<file path="config.mk">
export PLATFORM = sky130hd
export DESIGN_NAME = pid_filtered_derivative
export DESIGN_NICKNAME = d
export VERILOG_FILES = /design/src/rtl/pfd_pkg.sv /design/src/rtl/pid_filtered_derivative.sv
export SDC_FILE = /design/constraint.sdc
export NUM_CORES = 2
export LEC_CHECK = 0
export BUFFER_PORTS_ARGS = -buffer_cell sky130_fd_sc_hd__buf_2
export CORE_MARGIN = 2
export CORE_UTILIZATION = 60
export CTS_CLUSTER_SIZE = 24
export DETAILED_ROUTE_END_ITERATION = 8
export PLACE_DENSITY_LB_ADDON = 0.08
export SKIP_CTS_REPAIR_TIMING = 1
export SYNTH_ARGS = -nofsm -noshare
export SYNTH_HDL_FRONTEND = slang
export SYNTH_SLANG_ARGS = --single-unit
</file>
<file path="constraint.sdc">
create_clock -name clk -period 8.7 [get_ports clk]
set_clock_uncertainty 0.15 [all_clocks]
set_input_delay 2.61 -clock clk [delete_from_list [all_inputs] [get_ports clk]]
set_output_delay 2.61 -clock clk [all_outputs]
set_load 0.02 [all_outputs]
</file>
<file path="src/rtl/pfd_pkg.sv">
// types and constants of the filtered-derivative pid controller
// used by pid_filtered_derivative and its checker; depends on nothing
`default_nettype none

package pfd_pkg;

	// request fields, signed q16.16
	typedef struct packed {
		logic signed [31:0] setpoint;
		logic signed [31:0] sample;
	} pfd_in_t;

	// result fields
	typedef struct packed {
		logic signed [31:0] drive;
		logic               skipped;
	} pfd_out_t;

	// register indexes of the write port
	typedef enum logic [2:0] {
		REG_GAIN_P      = 3'd0,
		REG_GAIN_I      = 3'd1,
		REG_GAIN_D      = 3'd2,
		REG_STEP_PERIOD = 3'd3,
		REG_OUT_MIN     = 3'd4,
		REG_OUT_MAX     = 3'd5,
		REG_SMOOTH_GAIN = 3'd6
	} pfd_reg_t;

	// register reset values
	localparam logic [23:0]        RST_GAIN_P      = 24'd104858;
	localparam logic [23:0]        RST_GAIN_I      = 24'd293601;
	localparam logic [23:0]        RST_GAIN_D      = 24'd0;
	localparam logic [15:0]        RST_STEP_PERIOD = 16'd328;
	localparam logic signed [31:0] RST_OUT_MIN     = -32'sd26214400;
	localparam logic signed [31:0] RST_OUT_MAX     = 32'sd26214400;
	localparam logic [16:0]        RST_SMOOTH_GAIN = 17'd65536;

	// fixed-point limits
	localparam logic [16:0]        ONE_Q16     = 17'd65536;
	localparam logic signed [41:0] INTEG_LIMIT = 42'sd13107200;
	localparam logic [49:0]        S48_MAG_MAX = 50'h0_7FFF_FFFF_FFFF;
	localparam logic [49:0]        S48_MAG_MIN = 50'h0_8000_0000_0000;

	// serial unit lengths
	localparam int DIV_BITS = 50;
	localparam int MUL_BITS = 24;

endpackage

`default_nettype wire

</file>
<file path="src/rtl/pid_filtered_derivative.sv">
// pid controller with low-pass filtered derivative, signed q16.16
// bit-serial divider for the slope and shift-add multiplier shared by all terms; uses pfd_pkg
`default_nettype none

// channel   | signals                     | moves
// ----------+-----------------------------+-------------------------------
// in        | in_valid in_stall in_data   | setpoint and sample
// out       | out_valid out_stall out_data| drive and skipped flag
// cfg       | cfg_we cfg_index cfg_data   | register writes, no read-back
//
// one request runs a restoring divider for the slope, then six shift-add multiplies,
// one multiplier bit a cycle with a bookkeeping step after each; a zero step period
// skips both and goes straight to the result.
// one request at a time; in_stall is high from accept until the result is loaded.
// a result waits in the output register while the next request is taken.
// arst_n clears the control state and the controller state and sets the registers to their reset values.

module pid_filtered_derivative (
	input  logic              clk,
	input  logic              arst_n,
	input  logic              cfg_we,
	input  logic [2:0]        cfg_index,
	input  logic [31:0]       cfg_data,
	input  logic              in_valid,
	output logic              in_stall,
	input  pfd_pkg::pfd_in_t  in_data,
	output logic              out_valid,
	input  logic              out_stall,
	output pfd_pkg::pfd_out_t out_data
);
	import pfd_pkg::*;

	typedef enum logic [2:0] {
		S_IDLE, S_ERR, S_DIV, S_DIVEND, S_MUL, S_POST, S_DONE
	} state_t;

	typedef enum logic [2:0] {
		OP_F0, OP_F1, OP_I0, OP_I1, OP_P, OP_D
	} op_t;

	// configuration
	logic [23:0]        gain_p_q, gain_i_q, gain_d_q;
	logic [15:0]        period_q;
	logic signed [31:0] out_min_q, out_max_q;
	logic [16:0]        smooth_q;

	// controller state
	logic signed [32:0] prev_err_q;
	logic signed [31:0] integ_q;
	logic signed [47:0] slope_q;
	logic signed [31:0] prev_drive_q;

	// sequencer and work registers
	state_t             state_q;
	op_t                op_q;
	logic [5:0]         cnt_q;
	logic               skip_q;
	logic signed [32:0] err_q;
	logic [49:0]        num_q;
	logic               neg_q;
	logic [16:0]        rem_q;
	logic [49:0]        quo_q;
	logic signed [47:0] deriv_q;
	logic signed [72:0] part_q;
	logic signed [56:0] pterm_q;
	logic signed [47:0] mul_a_q;
	logic signed [48:0] mul_hi_q;
	logic [23:0]        mul_lo_q;

	// combinational helpers
	logic signed [48:0] mul_sum;
	logic signed [72:0] prod;
	logic signed [72:0] filt_acc;
	logic [17:0]        rem_sh;
	logic               rem_ge;
	logic signed [33:0] diff;
	logic [33:0]        diff_mag;
	logic [16:0]        g_eff;
	logic [16:0]        g_inv;
	logic signed [41:0] inc;
	logic signed [41:0] integ_sum;
	logic signed [59:0] total;
	logic signed [59:0] lim_lo, lim_hi;

	assign in_stall = (state_q != S_IDLE);

	// one multiplier bit per cycle: add the multiplicand, shift right
	assign mul_sum = mul_hi_q + (mul_lo_q[0] ? {mul_a_q[47], mul_a_q} : 49'sd0);
	assign prod    = {mul_hi_q, mul_lo_q};

	// one quotient bit per cycle
	assign rem_sh = {rem_q, num_q[49]};
	assign rem_ge = (rem_sh >= {2'b00, period_q});

	// error difference and its magnitude
	assign diff     = {err_q[32], err_q} - {prev_err_q[32], prev_err_q};
	assign diff_mag = diff[33] ? 34'(-diff) : 34'(diff);

	// filter coefficient, values above one act as one
	assign g_eff = (smooth_q > ONE_Q16) ? ONE_Q16 : smooth_q;
	assign g_inv = 17'(ONE_Q16 - g_eff);

	assign filt_acc  = part_q + prod;
	assign inc       = 42'($signed(prod[56:16]));
	assign integ_sum = 42'(integ_q) + inc;

	// p + i + d, widened to hold the sum
	assign total  = 60'(pterm_q) + 60'(integ_q) + 60'($signed(prod[72:16]));
	assign lim_lo = 60'(out_min_q);
	assign lim_hi = 60'(out_max_q);

	// register writes
	always_ff @(posedge clk or negedge arst_n) begin
		if (!arst_n) begin
			gain_p_q  <= RST_GAIN_P;
			gain_i_q  <= RST_GAIN_I;
			gain_d_q  <= RST_GAIN_D;
			period_q  <= RST_STEP_PERIOD;
			out_min_q <= RST_OUT_MIN;
			out_max_q <= RST_OUT_MAX;
			smooth_q  <= RST_SMOOTH_GAIN;
		end else if (cfg_we) begin
			case (cfg_index)
				REG_GAIN_P:      gain_p_q  <= cfg_data[23:0];
				REG_GAIN_I:      gain_i_q  <= cfg_data[23:0];
				REG_GAIN_D:      gain_d_q  <= cfg_data[23:0];
				REG_STEP_PERIOD: period_q  <= cfg_data[15:0];
				REG_OUT_MIN:     out_min_q <= $signed(cfg_data);
				REG_OUT_MAX:     out_max_q <= $signed(cfg_data);
				REG_SMOOTH_GAIN: smooth_q  <= cfg_data[16:0];
				default: ;
			endcase
		end
	end

	// sequencer, serial units, controller state and output register
	always_ff @(posedge clk or negedge arst_n) begin
		if (!arst_n) begin
			state_q      <= S_IDLE;
			op_q         <= OP_F0;
			cnt_q        <= '0;
			skip_q       <= 1'b0;
			prev_err_q   <= '0;
			integ_q      <= '0;
			slope_q      <= '0;
			prev_drive_q <= '0;
			out_valid    <= 1'b0;
		end else begin
			// the done state reloads the output register itself
			if (out_valid && !out_stall && state_q != S_DONE)
				out_valid <= 1'b0;
			case (state_q)
				S_IDLE: begin
					if (in_valid) begin
						err_q  <= 33'(in_data.setpoint) - 33'(in_data.sample);
						skip_q <= (period_q == 16'd0);
						state_q <= (period_q == 16'd0) ? S_DONE : S_ERR;
					end
				end
				S_ERR: begin
					num_q   <= {diff_mag, 16'd0};
					neg_q   <= !diff[33];
					rem_q   <= '0;
					quo_q   <= '0;
					cnt_q   <= '0;
					state_q <= S_DIV;
				end
				S_DIV: begin
					rem_q <= rem_ge ? 17'(rem_sh - {2'b00, period_q}) : rem_sh[16:0];
					quo_q <= {quo_q[48:0], rem_ge};
					num_q <= {num_q[48:0], 1'b0};
					cnt_q <= cnt_q + 6'd1;
					if (cnt_q == 6'(DIV_BITS - 1))
						state_q <= S_DIVEND;
				end
				S_DIVEND: begin
					// saturate to 48 bits, then start f*(1-g)
					if (!neg_q)
						deriv_q <= (quo_q > S48_MAG_MAX) ? 48'(S48_MAG_MAX) : 48'(quo_q);
					else
						deriv_q <= (quo_q > S48_MAG_MIN) ? 48'(S48_MAG_MIN)
							: 48'(-$signed(quo_q));
					mul_a_q  <= slope_q;
					mul_hi_q <= '0;
					mul_lo_q <= 24'(g_inv);
					cnt_q    <= '0;
					op_q     <= OP_F0;
					state_q  <= S_MUL;
				end
				S_MUL: begin
					mul_hi_q <= {mul_sum[48], mul_sum[48:1]};
					mul_lo_q <= {mul_sum[0], mul_lo_q[23:1]};
					cnt_q    <= cnt_q + 6'd1;
					if (cnt_q == 6'(MUL_BITS - 1))
						state_q <= S_POST;
				end
				S_POST: begin
					mul_hi_q <= '0;
					cnt_q    <= '0;
					state_q  <= S_MUL;
					case (op_q)
						OP_F0: begin
							part_q   <= prod;
							mul_a_q  <= deriv_q;
							mul_lo_q <= 24'(g_eff);
							op_q     <= OP_F1;
						end
						OP_F1: begin
							slope_q  <= filt_acc[63:16];
							mul_a_q  <= 48'(err_q);
							mul_lo_q <= gain_i_q;
							op_q     <= OP_I0;
						end
						OP_I0: begin
							mul_a_q  <= 48'(inc);
							mul_lo_q <= 24'(period_q);
							op_q     <= OP_I1;
						end
						OP_I1: begin
							if (integ_sum > INTEG_LIMIT)
								integ_q <= 32'(INTEG_LIMIT);
							else if (integ_sum < -INTEG_LIMIT)
								integ_q <= 32'(-INTEG_LIMIT);
							else
								integ_q <= 32'(integ_sum);
							mul_a_q  <= 48'(err_q);
							mul_lo_q <= gain_p_q;
							op_q     <= OP_P;
						end
						OP_P: begin
							pterm_q  <= prod[72:16];
							mul_a_q  <= slope_q;
							mul_lo_q <= gain_d_q;
							op_q     <= OP_D;
						end
						OP_D: begin
							if (total < lim_lo)
								prev_drive_q <= out_min_q;
							else if (total > lim_hi)
								prev_drive_q <= out_max_q;
							else
								prev_drive_q <= 32'(total);
							prev_err_q <= err_q;
							state_q    <= S_DONE;
						end
						default: state_q <= S_IDLE;
					endcase
				end
				S_DONE: begin
					if (!out_valid || !out_stall) begin
						out_valid        <= 1'b1;
						out_data.drive   <= prev_drive_q;
						out_data.skipped <= skip_q;
						state_q          <= S_IDLE;
					end
				end
				default: state_q <= S_IDLE;
			endcase
		end
	end

endmodule

`default_nettype wire

</file>
==> summary.md <==
| Metric | Value |
|---|---|
| RSZ-0062 raised after global routing | `no` |
| H-tree depth | `3` |
| Die area | `0.0914 sq mm` |
| Crit start category | `flop` |
| Arrival time at the worst endpoint | `8.42 ns` |
| FILL cells | `7138` |
| Port buffer count | `138` |
| Register area | `0.0220 sq mm` |
| Starting Density | `60.5%` |
| Setup crit start | `mul_lo_q[18]` |
| Post-synthesis cell type count | `95` |
| Die X | `302 um` |
| Pin count of the biggest net entering global routing | `83` |
| Max_slew headroom | `19.9%` |
| Critical path's most frequent cell | `a31oi_1` |
| Largest vdd supply drop | `685 uV` |
| Reg2reg path depth | `26` |
| Post-Route M1 WL | `64300 um` |
| Top Layer Used | `met5` |
| Seq/Total Area, Yosys | `41.1%` |
| Drt initial violations | `3719` |
| Total GRT Usage | `31.4%` |
| Row count | `109` |
| Worst Path Buf+Inv | `3` |
| Slowest stage delay, CP | `0.65 ns` |
| Vias | `42.7k` |
| WL per Instance | `21.6 um` |
| Final Cycle Share | `92.8%` |
| FF-to-FF Start | `mul_lo_q[18]` |
| Vias in the first global route | `40.8k` |
| Max-slew violation count | `0` |
| Die Ht | `302 um` |
| Syn_area_per_cell | `9.89 sq um` |
| GPL Wtd Cong | `0.943` |
| Cts bufs inserted | `86` |
| DR DRC count | `0` |
| Seq cells post-synth | `784` |
| Critical Path End Type | `flop` |
| Fraction of registers with async set/reset | `41.8%` |
| Status | `finished clean` |
| Synth Area in XOR/XNOR | `4.12%` |
| Clk sink count | `784` |
| Initial antenna violation count | `2` |
| CTS clk-pin slew, worst paths | `0.06 ns` |
| Core area | `0.0882 sq mm` |
| Post-synthesis compound-gate area fraction | `18.4%` |
| R2r endpoint | `prev_drive_q[31]` |
| Syn nets | `5975` |
| TritonCTS clock tree | `yes` |
| Reg2Reg Setup Slack | `0.63 ns` |
| Cells after synthesis | `5398` |
| Final Hold Fails | `0` |
| Worst EP required | `9.05 ns` |
| I/O pins | `139` |
| Pwr dens | `276 mW/mm^2` |
| Main combinational cell family by area after synthesis | `compound AO/OA/AOI/OAI gates` |
| Post-route ant nets | `0` |
| Routed met2 length | `65200 um` |
| Crit path capture | `prev_drive_q[31]` |
| Mapped Area | `0.0534 sq mm` |
| Slowest cell on the critical path | `o311ai_0` |
| Cell Area, Placed | `0.0552 sq mm` |
| Setup TNS | `0 ns` |
| Achievable Freq | `0.124 GHz` |
| Synth Flop Type | `edfxtp_1` |
| Area taken by multi-input logic gates | `0.0296 sq mm` |
| Layout cell share with drive strength beyond 1 | `13.2%` |
| Adder-cell area share of the yosys netlist | `12.0%` |
| DR WL met3 | `10600 um` |
| Max FO, Critical Path | `32` |
| Final Total Pwr | `16000 uW` |
| CP Class | `flop to flop` |
| Routed WL | `145000 um` |
| Setup violators final | `0` |
| HPWL Detailed | `106000 um` |
| Area added between synthesis and finish | `9.05%` |
| Diode count | `0` |
| CP top delay family | `compound AO/OA/AOI/OAI gates` |
| Detailed Routing Iterations Pass 1 | `6` |
| Post-DR vias/cell | `6.37` |
| Grt ovf | `0` |
| Final net count | `6037` |
| Leak | `0.0245 uW` |
| Synthesized-area fraction occupied by and/or/nand/nor cells | `14.1%` |
| Root buffer cell | `clkbuf_16` |
| Warnings, synthesis | `0` |
| Hold crit path type | `flop to flop` |
| Worst Hold Margin | `0.298 ns` |
| EDFF count, synth | `456` |
| First-pass GRT wire length | `227000 um` |
| Post-synthesis mux area share | `6.66%` |
| WP depth | `26` |
| Fin area | `0.0582 sq mm` |
| CTS max path bufs | `3` |
| Clock latency at the later pin of the worst-skew pair | `0.69 ns` |
| Fin crit period | `8.07 ns` |
| Max_cap viols | `0` |
| Worst slew pin tran | `1.20 ns` |
-- layout by cell type (no fill, tap or decap), types with 51 or more instances in the layout --
master / count
edfxtp_1: 456
nand2_1: 441
ha_1: 411
a21oi_1: 390
o21ai_0: 360
nor2_1: 340
inv_1: 289
dfrtp_1: 288
mux2_2: 275
a21o_1: 172
xnor2_1: 149
buf_2: 137
and2_1: 122
nand3_1: 118
xor2_1: 101
nor3_1: 95
clkbuf_16: 89
nand4_1: 79
o22ai_1: 76
fa_1: 62
a31oi_1: 61
buf_4: 59
and3_1: 56
o211ai_1: 56
a211oi_1: 51
-- layout make-up --
type	instances	area share (%)
inverter	291	1.88
multi-input combinational	4099	50.8
timing repair buffer	198	2.00
sequential	784	37.7
tap	1165	2.50
clock inverter	37	0.847
clock buffer	124	4.29
-- worst min-delay path by stage --
stage                     startpoint            to  cells past startpoint
floorplan                     skip_q   out_data[0]                      0
global placement              skip_q   out_data[0]                      0
detailed placement  prev_drive_q[12]  out_data[13]                      0
CTS                 prev_drive_q[24]  out_data[25]                      0
global route                  skip_q   out_data[0]                      0
finish              prev_drive_q[24]  out_data[25]                      0
-- state kept, by name, summed over array words and instances, names as in the netlist, 24 cells and up --
signal / cells
deriv_q: 48
err_q: 33
gain_d_q: 24
gain_i_q: 24
gain_p_q: 24
integ_q: 32
mul_a_q: 48
mul_hi_q: 48
mul_lo_q: 24
num_q: 34
out_data: 33
out_max_q: 32
out_min_q: 32
part_q: 64
prev_drive_q: 32
prev_err_q: 33
pterm_q: 56
quo_q: 50
slope_q: 48
-- power breakdown --
group	total (uW)	internal (uW)	switching, uW	leakage, uW
combinational	6600	2700	3900	0.0146
sequential	5570	4900	668	0.00840
clock	3870	2280	1590	0.00146
total	16000	9890	6160	0.0245
-- synthesized netlist by cell type, types with 15 or more instances --
master / n / area [sq um]
dfstp_2: 36 / 946
nor4_1: 23 / 144
a21oi_1: 390 / 1950
or3_1: 49 / 307
nand2_1: 442 / 1660
nor2_1: 343 / 1290
a211oi_1: 51 / 383
xor2_1: 102 / 893
clkbuf_1: 198 / 743
inv_1: 289 / 1080
buf_1: 18 / 67.6
nor3_1: 98 / 490
a31oi_1: 61 / 382
xnor2_1: 149 / 1310
and3_1: 61 / 382
a221oi_1: 15 / 131
nand3_1: 119 / 596
o31ai_1: 31 / 233
nor2b_1: 46 / 288
mux2_2: 276 / 3110
o21ai_0: 361 / 1810
fa_1: 62 / 1240
and2_1: 122 / 763
a22oi_1: 20 / 150
nand2b_1: 35 / 219
or2_2: 23 / 144
o21a_1: 38 / 285
o211ai_1: 56 / 420
o22ai_1: 76 / 475
nand4_1: 79 / 494
dfrtp_1: 292 / 7310
a21o_1: 172 / 1290
mux2i_1: 45 / 450
edfxtp_1: 456 / 13700
and4_1: 19 / 166
o21bai_1: 33 / 248
o311ai_1: 36 / 315
a211o_1: 15 / 131
ha_1: 411 / 5140
-- metal layers --
| metal | track usage (%) | vias to the layer above |
|---|---|---|
| li1 | - | 20200 |
| met1 | 44.4 | 20700 |
| met2 | 49.4 | 1529 |
| met3 | 5.08 | 255 |
| met4 | 10.7 | 4 |
| met5 | 0 | - |
-- logic make-up (layout without fill, tap and decap cells) --
family                   Yosys count  in the layout
AO/OA/AOI/OAI                   1528           1528
AND/OR/NAND/NOR                 1526           1526
flip-flops                       784            784
adder cells (fa/ha/maj)          473            473
XOR/XNOR                         251            251
multiplexers                     321            321
buffers and inverters            515            650
-- per-stage QoR --
step / utilization [%] / setup WS, ns / std cells
6_report: 66.0 / 0.625 / 6698
5_1_grt: 66.0 / 0.170 / 6698
4_1_cts: 66.0 / 0.423 / 6698
3_5_place_dp: 62.6 / 0.460 / 6537
3_3_place_gp: 62.6 / 0.693 / 6537
2_1_floorplan: - / 1.23 / 5398
Power figures use the tool's default switching activity.
